### config.mk
export PLATFORM = sky130hd
export DESIGN_NAME = frame_timestamp_decimator
export DESIGN_NICKNAME = d
export VERILOG_FILES = /design/src/ftd_pkg.sv /design/src/frame_timestamp_decimator.sv
export SDC_FILE = /design/constraint.sdc
export NUM_CORES = 2
export LEC_CHECK = 0
export ABC_AREA = 1
export BUFFER_PORTS_ARGS = -buffer_cell sky130_fd_sc_hd__buf_2
export CAP_MARGIN = 15
export CORE_MARGIN = 3
export CORE_UTILIZATION = 35
export CTS_CLUSTER_SIZE = 10
export DETAILED_ROUTE_END_ITERATION = 12
export GPL_ROUTABILITY_DRIVEN = 0
export PLACE_DENSITY_LB_ADDON = 0.05
export SYNTH_ARGS = -nofsm -noshare
export SYNTH_HDL_FRONTEND = slang
export SYNTH_SLANG_ARGS = --single-unit
### constraint.sdc
create_clock -name clk -period 13.8 [get_ports clk]
set_input_delay 4.14 -clock clk [delete_from_list [all_inputs] [get_ports clk]]
set_output_delay 4.14 -clock clk [all_outputs]
set_load 0.02 [all_outputs]
### src/ftd_pkg.sv
// ftd_pkg: widths, reset values and helpers for frame_timestamp_decimator
// no dependencies

package ftd_pkg;

  localparam int TIME_W      = 63;
  localparam int DEADLINE_W  = 64;
  localparam int PERIOD_W    = 30;
  localparam int COUNT_W     = 32;
  localparam int TAG_W_DEF   = 8;

  localparam logic [PERIOD_W-1:0] PERIOD_RESET = PERIOD_W'(33333333);

  localparam logic ACT_OFFER = 1'b0;
  localparam logic ACT_CLEAR = 1'b1;

  function automatic logic [COUNT_W-1:0] sat_inc(input logic [COUNT_W-1:0] c);
    logic [COUNT_W-1:0] r;
    r = (c == '1) ? c : c + COUNT_W'(1);
    return r;
  endfunction

endpackage

### src/frame_timestamp_decimator.sv
// frame_timestamp_decimator: keeps at most one frame group per output period
// depends on ftd_pkg
//
// usage:
// - input channel: in_valid / in_stall with action, group_tag, group_time,
//   group_complete; an item is taken when in_valid is high and in_stall low
// - output channel: out_valid / out_stall, one result item per input item,
//   holding the emitted group, flags and the four saturating counters
// - cfg_wr_en / cfg_wr_data write frame_period_ns (0 acts as 1); write only
//   while the block is idle
// - sequence: a taken clear goes to the done state and is then loaded into the
//   output register; an offered group passes the evaluate state and, once time
//   reaches the deadline, the pick state; at a full period or more past it, the
//   bit-serial remainder unit computes the new deadline one dividend bit per cycle
// - one item at a time: in_stall stays high from acceptance until the result
//   is loaded into the output register
// - a held result waits in the output register while out_stall is high; the
//   next item is still taken and parks at its end until the register frees
// - rst (synchronous) clears the control state, the counters and out_valid and
//   sets the period to 33333333 ns

module frame_timestamp_decimator
  import ftd_pkg::*;
#(
  parameter int TAG_WIDTH = TAG_W_DEF
) (
  input  logic                 clk,
  input  logic                 rst,
  input  logic                 cfg_wr_en,
  input  logic [PERIOD_W-1:0]  cfg_wr_data,
  input  logic                 in_valid,
  output logic                 in_stall,
  input  logic                 action,
  input  logic [TAG_WIDTH-1:0] group_tag,
  input  logic [TIME_W-1:0]    group_time,
  input  logic                 group_complete,
  output logic                 out_valid,
  input  logic                 out_stall,
  output logic                 emit_valid,
  output logic [TAG_WIDTH-1:0] emit_tag,
  output logic [TIME_W-1:0]    emit_time,
  output logic                 input_rejected,
  output logic                 pending_held,
  output logic [COUNT_W-1:0]   inputs_seen,
  output logic [COUNT_W-1:0]   outputs_sent,
  output logic [COUNT_W-1:0]   groups_dropped,
  output logic [COUNT_W-1:0]   groups_invalid
);

  localparam int IDX_W = $clog2(DEADLINE_W);

  localparam logic [2:0] ST_IDLE = 3'd0;
  localparam logic [2:0] ST_EVAL = 3'd1;
  localparam logic [2:0] ST_PICK = 3'd2;
  localparam logic [2:0] ST_DIV  = 3'd3;
  localparam logic [2:0] ST_FIN  = 3'd4;
  localparam logic [2:0] ST_DONE = 3'd5;

  logic [2:0]            state;
  logic [PERIOD_W-1:0]   period;

  logic [TAG_WIDTH-1:0]  cur_tag;
  logic [TIME_W-1:0]     cur_time;
  logic                  cur_ok;

  logic [DEADLINE_W-1:0] deadline;
  logic [TIME_W-1:0]     last_time;
  logic                  pend_valid;
  logic [TAG_WIDTH-1:0]  pend_tag;
  logic [TIME_W-1:0]     pend_time;
  logic [COUNT_W-1:0]    cnt_in;
  logic [COUNT_W-1:0]    cnt_out;
  logic [COUNT_W-1:0]    cnt_drop;
  logic [COUNT_W-1:0]    cnt_inv;

  logic                  res_emit;
  logic [TAG_WIDTH-1:0]  res_tag;
  logic [TIME_W-1:0]     res_time;
  logic                  res_rej;

  logic [DEADLINE_W-1:0] early_gap;
  logic [DEADLINE_W-1:0] after;
  logic [DEADLINE_W-1:0] div_num;
  logic [PERIOD_W-1:0]   rem;
  logic [IDX_W-1:0]      idx;

  logic [PERIOD_W-1:0]   p_eff;
  logic [DEADLINE_W-1:0] cur_time_x;
  logic [DEADLINE_W-1:0] pend_time_x;
  logic                  reject;
  logic [PERIOD_W:0]     rem_sh;
  logic                  rem_ge;
  logic                  take;
  logic                  out_free;

  assign p_eff       = (period == '0) ? PERIOD_W'(1) : period;
  assign cur_time_x  = {1'b0, cur_time};
  assign pend_time_x = {1'b0, pend_time};
  assign reject      = !cur_ok || (cur_time == '0) ||
                       ((last_time != '0) && (cur_time <= last_time));
  assign rem_sh      = {rem, div_num[DEADLINE_W-1]};
  assign rem_ge      = rem_sh >= {1'b0, p_eff};
  assign in_stall    = (state != ST_IDLE);
  assign take        = in_valid && !in_stall;
  assign out_free    = !out_valid || !out_stall;

  always_ff @(posedge clk) begin
    if (rst) begin
      period <= PERIOD_RESET;
    end else if (cfg_wr_en) begin
      period <= cfg_wr_data;
    end
  end

  always_ff @(posedge clk) begin
    if (rst) begin
      state      <= ST_IDLE;
      deadline   <= '0;
      last_time  <= '0;
      pend_valid <= 1'b0;
      cnt_in     <= '0;
      cnt_out    <= '0;
      cnt_drop   <= '0;
      cnt_inv    <= '0;
    end else begin
      unique case (state)
        ST_IDLE: begin
          if (take) begin
            cur_tag  <= group_tag;
            cur_time <= group_time;
            cur_ok   <= group_complete;
            res_emit <= 1'b0;
            res_tag  <= '0;
            res_time <= '0;
            res_rej  <= 1'b0;
            if (action == ACT_CLEAR) begin
              deadline   <= '0;
              last_time  <= '0;
              pend_valid <= 1'b0;
              cnt_in     <= '0;
              cnt_out    <= '0;
              cnt_drop   <= '0;
              cnt_inv    <= '0;
              state      <= ST_DONE;
            end else begin
              cnt_in <= sat_inc(cnt_in);
              state  <= ST_EVAL;
            end
          end
        end
        ST_EVAL: begin
          if (reject) begin
            res_rej  <= 1'b1;
            cnt_inv  <= sat_inc(cnt_inv);
            cnt_drop <= sat_inc(cnt_drop);
            state    <= ST_DONE;
          end else begin
            last_time <= cur_time;
            if (deadline == '0) begin
              deadline <= cur_time_x + DEADLINE_W'(p_eff);
              res_emit <= 1'b1;
              res_tag  <= cur_tag;
              res_time <= cur_time;
              cnt_out  <= sat_inc(cnt_out);
              state    <= ST_DONE;
            end else if (cur_time_x < deadline) begin
              if (pend_valid) begin
                cnt_drop <= sat_inc(cnt_drop);
              end
              pend_valid <= 1'b1;
              pend_tag   <= cur_tag;
              pend_time  <= cur_time;
              state      <= ST_DONE;
            end else begin
              res_emit  <= 1'b1;
              cnt_out   <= sat_inc(cnt_out);
              early_gap <= (deadline >= pend_time_x) ? deadline - pend_time_x : '0;
              after     <= cur_time_x - deadline;
              state     <= ST_PICK;
            end
          end
        end
        ST_PICK: begin
          // current group wins on a tie
          if (pend_valid && (after > early_gap)) begin
            res_tag   <= pend_tag;
            res_time  <= pend_time;
            pend_tag  <= cur_tag;
            pend_time <= cur_time;
          end else begin
            if (pend_valid) begin
              cnt_drop <= sat_inc(cnt_drop);
            end
            pend_valid <= 1'b0;
            res_tag    <= cur_tag;
            res_time   <= cur_time;
          end
          if (after < DEADLINE_W'(p_eff)) begin
            deadline <= deadline + DEADLINE_W'(p_eff);
            state    <= ST_DONE;
          end else begin
            div_num <= after;
            rem     <= '0;
            idx     <= '1;
            state   <= ST_DIV;
          end
        end
        ST_DIV: begin
          // one remainder bit per cycle
          rem     <= rem_ge ? PERIOD_W'(rem_sh - {1'b0, p_eff}) : rem_sh[PERIOD_W-1:0];
          div_num <= {div_num[DEADLINE_W-2:0], 1'b0};
          idx     <= idx - IDX_W'(1);
          if (idx == '0) begin
            state <= ST_FIN;
          end
        end
        ST_FIN: begin
          deadline <= cur_time_x + DEADLINE_W'(p_eff - rem);
          state    <= ST_DONE;
        end
        ST_DONE: begin
          if (out_free) begin
            state <= ST_IDLE;
          end
        end
        default: begin
          state <= ST_IDLE;
        end
      endcase
    end
  end

  always_ff @(posedge clk) begin
    if (rst) begin
      out_valid <= 1'b0;
    end else if (state == ST_DONE && out_free) begin
      out_valid <= 1'b1;
    end else if (!out_stall) begin
      out_valid <= 1'b0;
    end
  end

  always_ff @(posedge clk) begin
    if (state == ST_DONE && out_free) begin
      emit_valid     <= res_emit;
      emit_tag       <= res_tag;
      emit_time      <= res_time;
      input_rejected <= res_rej;
      pending_held   <= pend_valid;
      inputs_seen    <= cnt_in;
      outputs_sent   <= cnt_out;
      groups_dropped <= cnt_drop;
      groups_invalid <= cnt_inv;
    end
  end

`ifndef SYNTH
  a_pend_order: assert property (@(posedge clk) disable iff (rst)
    (state == ST_IDLE && pend_valid) |-> (deadline != '0 && pend_time <= last_time))
    else $error("pending group without deadline or newer than last accepted");

  a_rem_bound: assert property (@(posedge clk) disable iff (rst)
    (state == ST_DIV || state == ST_FIN) |-> (rem < p_eff))
    else $error("remainder not below period");

  a_load_src: assert property (@(posedge clk) disable iff (rst)
    $rose(out_valid) |-> ($past(state) == ST_DONE))
    else $error("result loaded outside done state");

  a_emit_count: assert property (@(posedge clk) disable iff (rst)
    (out_valid && emit_valid) |-> (outputs_sent != '0))
    else $error("emitted item without output count");
`endif

endmodule
==> load_flow_metrics.sql <==
INSERT INTO impl_metrics (metric_group, metric, value, unit) VALUES
('global_routing', 'grtUsageTotal', '0.2648', ''),
('logic_synthesis', 'mean_instance_size_in_the_synthesized_netlist', '7.695', 'um^2'),
('place', 'port_buffers', '311', ''),
('die', 'chipWidth', '424.6', 'um'),
('routing', 'post_drt_wl_per_cell', '23.00', 'um'),
('sta', 'setup-tns-final', '0', 'ns'),
('power', 'leakage', '28.31', 'nW'),
('critical_path', 'cp_data_required_time', '14.48', 'ns'),
('global_routing', 'grt_start_max_net_pins', '85', ''),
('critical_path', 'timing.critical_path.arrival', '7.87', 'ns'),
('routing', 'drcViolationCount', '0', ''),
('logic_synthesis', 'synth_edf_count', '646', ''),
('routing', 'detail-route-antenna-nets', '0', ''),
('critical_path', 'r2r_cells', '29', ''),
('critical_path', 'cpPeakStageDelay', '0.69', 'ns'),
('sta', 'setup_violations', '0', ''),
('logic_synthesis', 'synth.area.top_cells', 'edfxtp_1 (32%), nand2_1 (10%), dfxtp_1 (9.5%), ha_1 (9.2%), inv_1 (6.8%)', ''),
('power', 'power', '13.06', 'mW'),
('critical_path', 'worst_setup_path_endpoint', 'deadline[55]', ''),
('critical_path', 'worst_r2r_endpoint', 'deadline[55]', ''),
('cells_and_area', 'layout.filler_cells', '18160', ''),
('sta', 'maxSlewHeadroom', '0.2502', ''),
('clocking', 'cts.htree.levels', '3', ''),
('sta', 'final-max-slew-violation-count', '0', ''),
('sta', 'worstMarginPinSlew', '1.113', 'ns'),
('sta', 'rsz0062_at_grt', 'no', ''),
('status', 'result_of_the_run', 'finished, final reports clean', ''),
('clocking', 'post-cts-setup-buffers', '0', ''),
('routing', 'drt-vias-per-instance', '5.275', ''),
('routing', 'route.vias.total', '56350', ''),
('clocking', 'clkLatencyLatePin', '0.78', 'ns'),
('logic_synthesis', 'syn_nets', '8538', ''),
('die', 'placementRows', '153', ''),
('critical_path', 'r2r_setup_slack', '6.61', 'ns'),
('critical_path', 'criticalPathCategory', 'reg2reg', ''),
('logic_synthesis', 'fraction_of_synthesis_flops_using_an_asynchronous_set_or_reset_pin', '0', ''),
('clocking', 'cts_hold_repair.buffers', '0', ''),
('critical_path', 'timing.critical_path.max_delay_family', 'compound AO/OA/AOI/OAI gates', ''),
('sta', 'final_hold_viol_count', '0', ''),
('sta', 'post_layout_min_period', '7.186', 'ns'),
('routing', 'drt_first_pass_iters', '9', ''),
('logic_synthesis', 'synthDominantCellAreaShare', '0.3163', ''),
('global_routing', 'grt_pass1_vias', '53600', ''),
('clocking', 'post_cts_resized', '0', ''),
('critical_path', 'crit_buf_inv', '3', ''),
('cells_and_area', 'layout.cells.most_common', 'nand2_1', ''),
('power', 'cellPowerDensity', '189.0', 'nW/um^2'),
('logic_synthesis', 'count_of_warnings_emitted_by_yosys', '0', ''),
('routing', 'drt_wl_total', '245.7', 'mm'),
('critical_path', 'end_kind', 'flip-flop', ''),
('cells_and_area', 'number_of_nets_in_the_layout', '8818', ''),
('cells_and_area', 'area_growth', '12.65', '%'),
('routing', 'detailedRoute.firstIterationViolations', '5404', ''),
('clocking', 'cts_tree', 'done', ''),
('critical_path', 'timing.critical_path.fanout_max', '33', ''),
('logic_synthesis', 'ys_seq_elements', '936', ''),
('place', 'dp.final_hpwl', '193.9', 'mm'),
('critical_path', 'cpMostUsedCell', 'nand2_1', ''),
('critical_path', 'r2r-start', 'period[24]', ''),
('cells_and_area', 'most-common-layout-cells', 'nand2_1 (1712), inv_1 (1103), nor2_1 (813)', ''),
('logic_synthesis', 'netlist_cell_types', '63', ''),
('sta', 'setup_skew_after_layout', '0.04164', 'ns'),
('clocking', 'cts.sinks', '936', ''),
('sta', 'max_freq', '139.2', 'MHz'),
('logic_synthesis', 'syn-cell-area', '61330', 'um^2'),
('global_routing', 'globalRouteOverflowTotal', '0', ''),
('clocking', 'path_clk_slew', '0.06', 'ns'),
('clocking', 'cts_made_buffers', '115', ''),
('critical_path', 'critPathSlowestCell', 'inv_1', ''),
('global_routing', 'grt_pass1_wl', '356.3', 'mm'),
('die', 'ios', '312', '');
[sequential cells by signal (all words and copies together) (netlist names), 63 cells and up]
name and cells:
after 64, pend_time 63, emit_time 63, div_num 64, cur_time 63, res_time 63
deadline 64, early_gap 64, last_time 63
[how the worst min path moves through the flow]
stage	depth (start not counted)	slack, ns	to	from
CTS	0	0.41	emit_time[20]	res_time[20]
finish	0	0.41	emit_tag[7]	res_tag[7]
global route	0	0.42	emit_time[1]	res_time[1]
global placement	0	0.40	emit_time[12]	res_time[12]
floorplan	0	0.40	emit_tag[0]	res_tag[0]
detailed placement	0	0.40	emit_time[3]	res_time[3]
[worst register-to-register path, delay by kind of cell, from the launching register on]
family          cells  cell delay (ns)
simple gates       12             1.72
fa+ha+maj           3             1.20
buf+inv             3             0.99
flops               1             0.34
compound gates     11             2.85
[per-layer routing]
layer / part of all wire / GRT usage
met1: 0.47 / 0.3907
met5: 0 / 0
met4: 0.031 / 0.07445
met2: 0.42 / 0.4005
met3: 0.071 / 0.03796
[report_power, final]
| part | leakage [nW] | internal [mW] | switching [mW] | total, mW |
|---|---|---|---|---|
| Combinational | 18.3 | 1.72 | 4.46 | 6.18 |
| Clock | 1.73 | 1.67 | 1.25 | 2.92 |
| Sequential | 8.26 | 3.58 | 0.375 | 3.95 |
[synth_stat cells, types with 14 or more instances]
| master | count |
|---|---|
| o22ai_1 | 19 |
| inv_1 | 1107 |
| xor2_1 | 155 |
| o21ai_0 | 550 |
| a21o_1 | 45 |
| nor3_1 | 138 |
| nor4_1 | 97 |
| o21a_1 | 30 |
| a211oi_1 | 16 |
| ha_1 | 453 |
| o21ai_1 | 30 |
| nand4_1 | 109 |
| xnor2_1 | 96 |
| buf_2 | 33 |
| edfxtp_1 | 646 |
| a21oi_1 | 804 |
| clkbuf_1 | 154 |
| o21bai_1 | 34 |
| a221oi_1 | 14 |
| or2_2 | 51 |
| nor2_1 | 818 |
| nand3_1 | 316 |
| dfxtp_1 | 290 |
| nand2_1 | 1713 |
| nand3b_1 | 28 |
| a21boi_0 | 16 |
| a31oi_1 | 74 |
[cell families after synthesis]
group                      Yosys count  synth area share
AOI/OAI and AO/OA                 1685            0.1490
xor gates and xnor gates           251           0.03584
adders and majority gates          459           0.09437
buffers and inverters             1329           0.08350
DFF                                936            0.4109
and+or+nand+nor                   3311            0.2264
[per-stage QoR]
step	cell area, um^2	hold slack (ns)	worst slack, ns	std cells
3_5_place_dp	65470	0.4045	6.641	10460
5_1_grt	69080	0.4164	6.214	10680
2_1_floorplan	61340	0.4003	3.305	7971
4_1_cts	69050	0.4111	6.675	10680
3_3_place_gp	65470	0.4029	6.660	10460
6_report	69090	0.4056	6.614	10680
[area by class of cell]
| cell class | instances | area, um^2 | area share |
|---|---|---|---|
| clock buffer | 192 | 3339 | 0.04833 |
| antenna | 4 | 10.01 | 0.0001449 |
| inverter | 1119 | 4204 | 0.06085 |
| timing repair buffer | 373 | 2061 | 0.02983 |
| sequential | 936 | 25200 | 0.3648 |
| multi-input combinational | 5706 | 31120 | 0.4504 |
| tap | 2325 | 2909 | 0.04210 |
| clock inverter | 27 | 247.7 | 0.003586 |
Note: power is estimated with default switching activity, not from simulation.
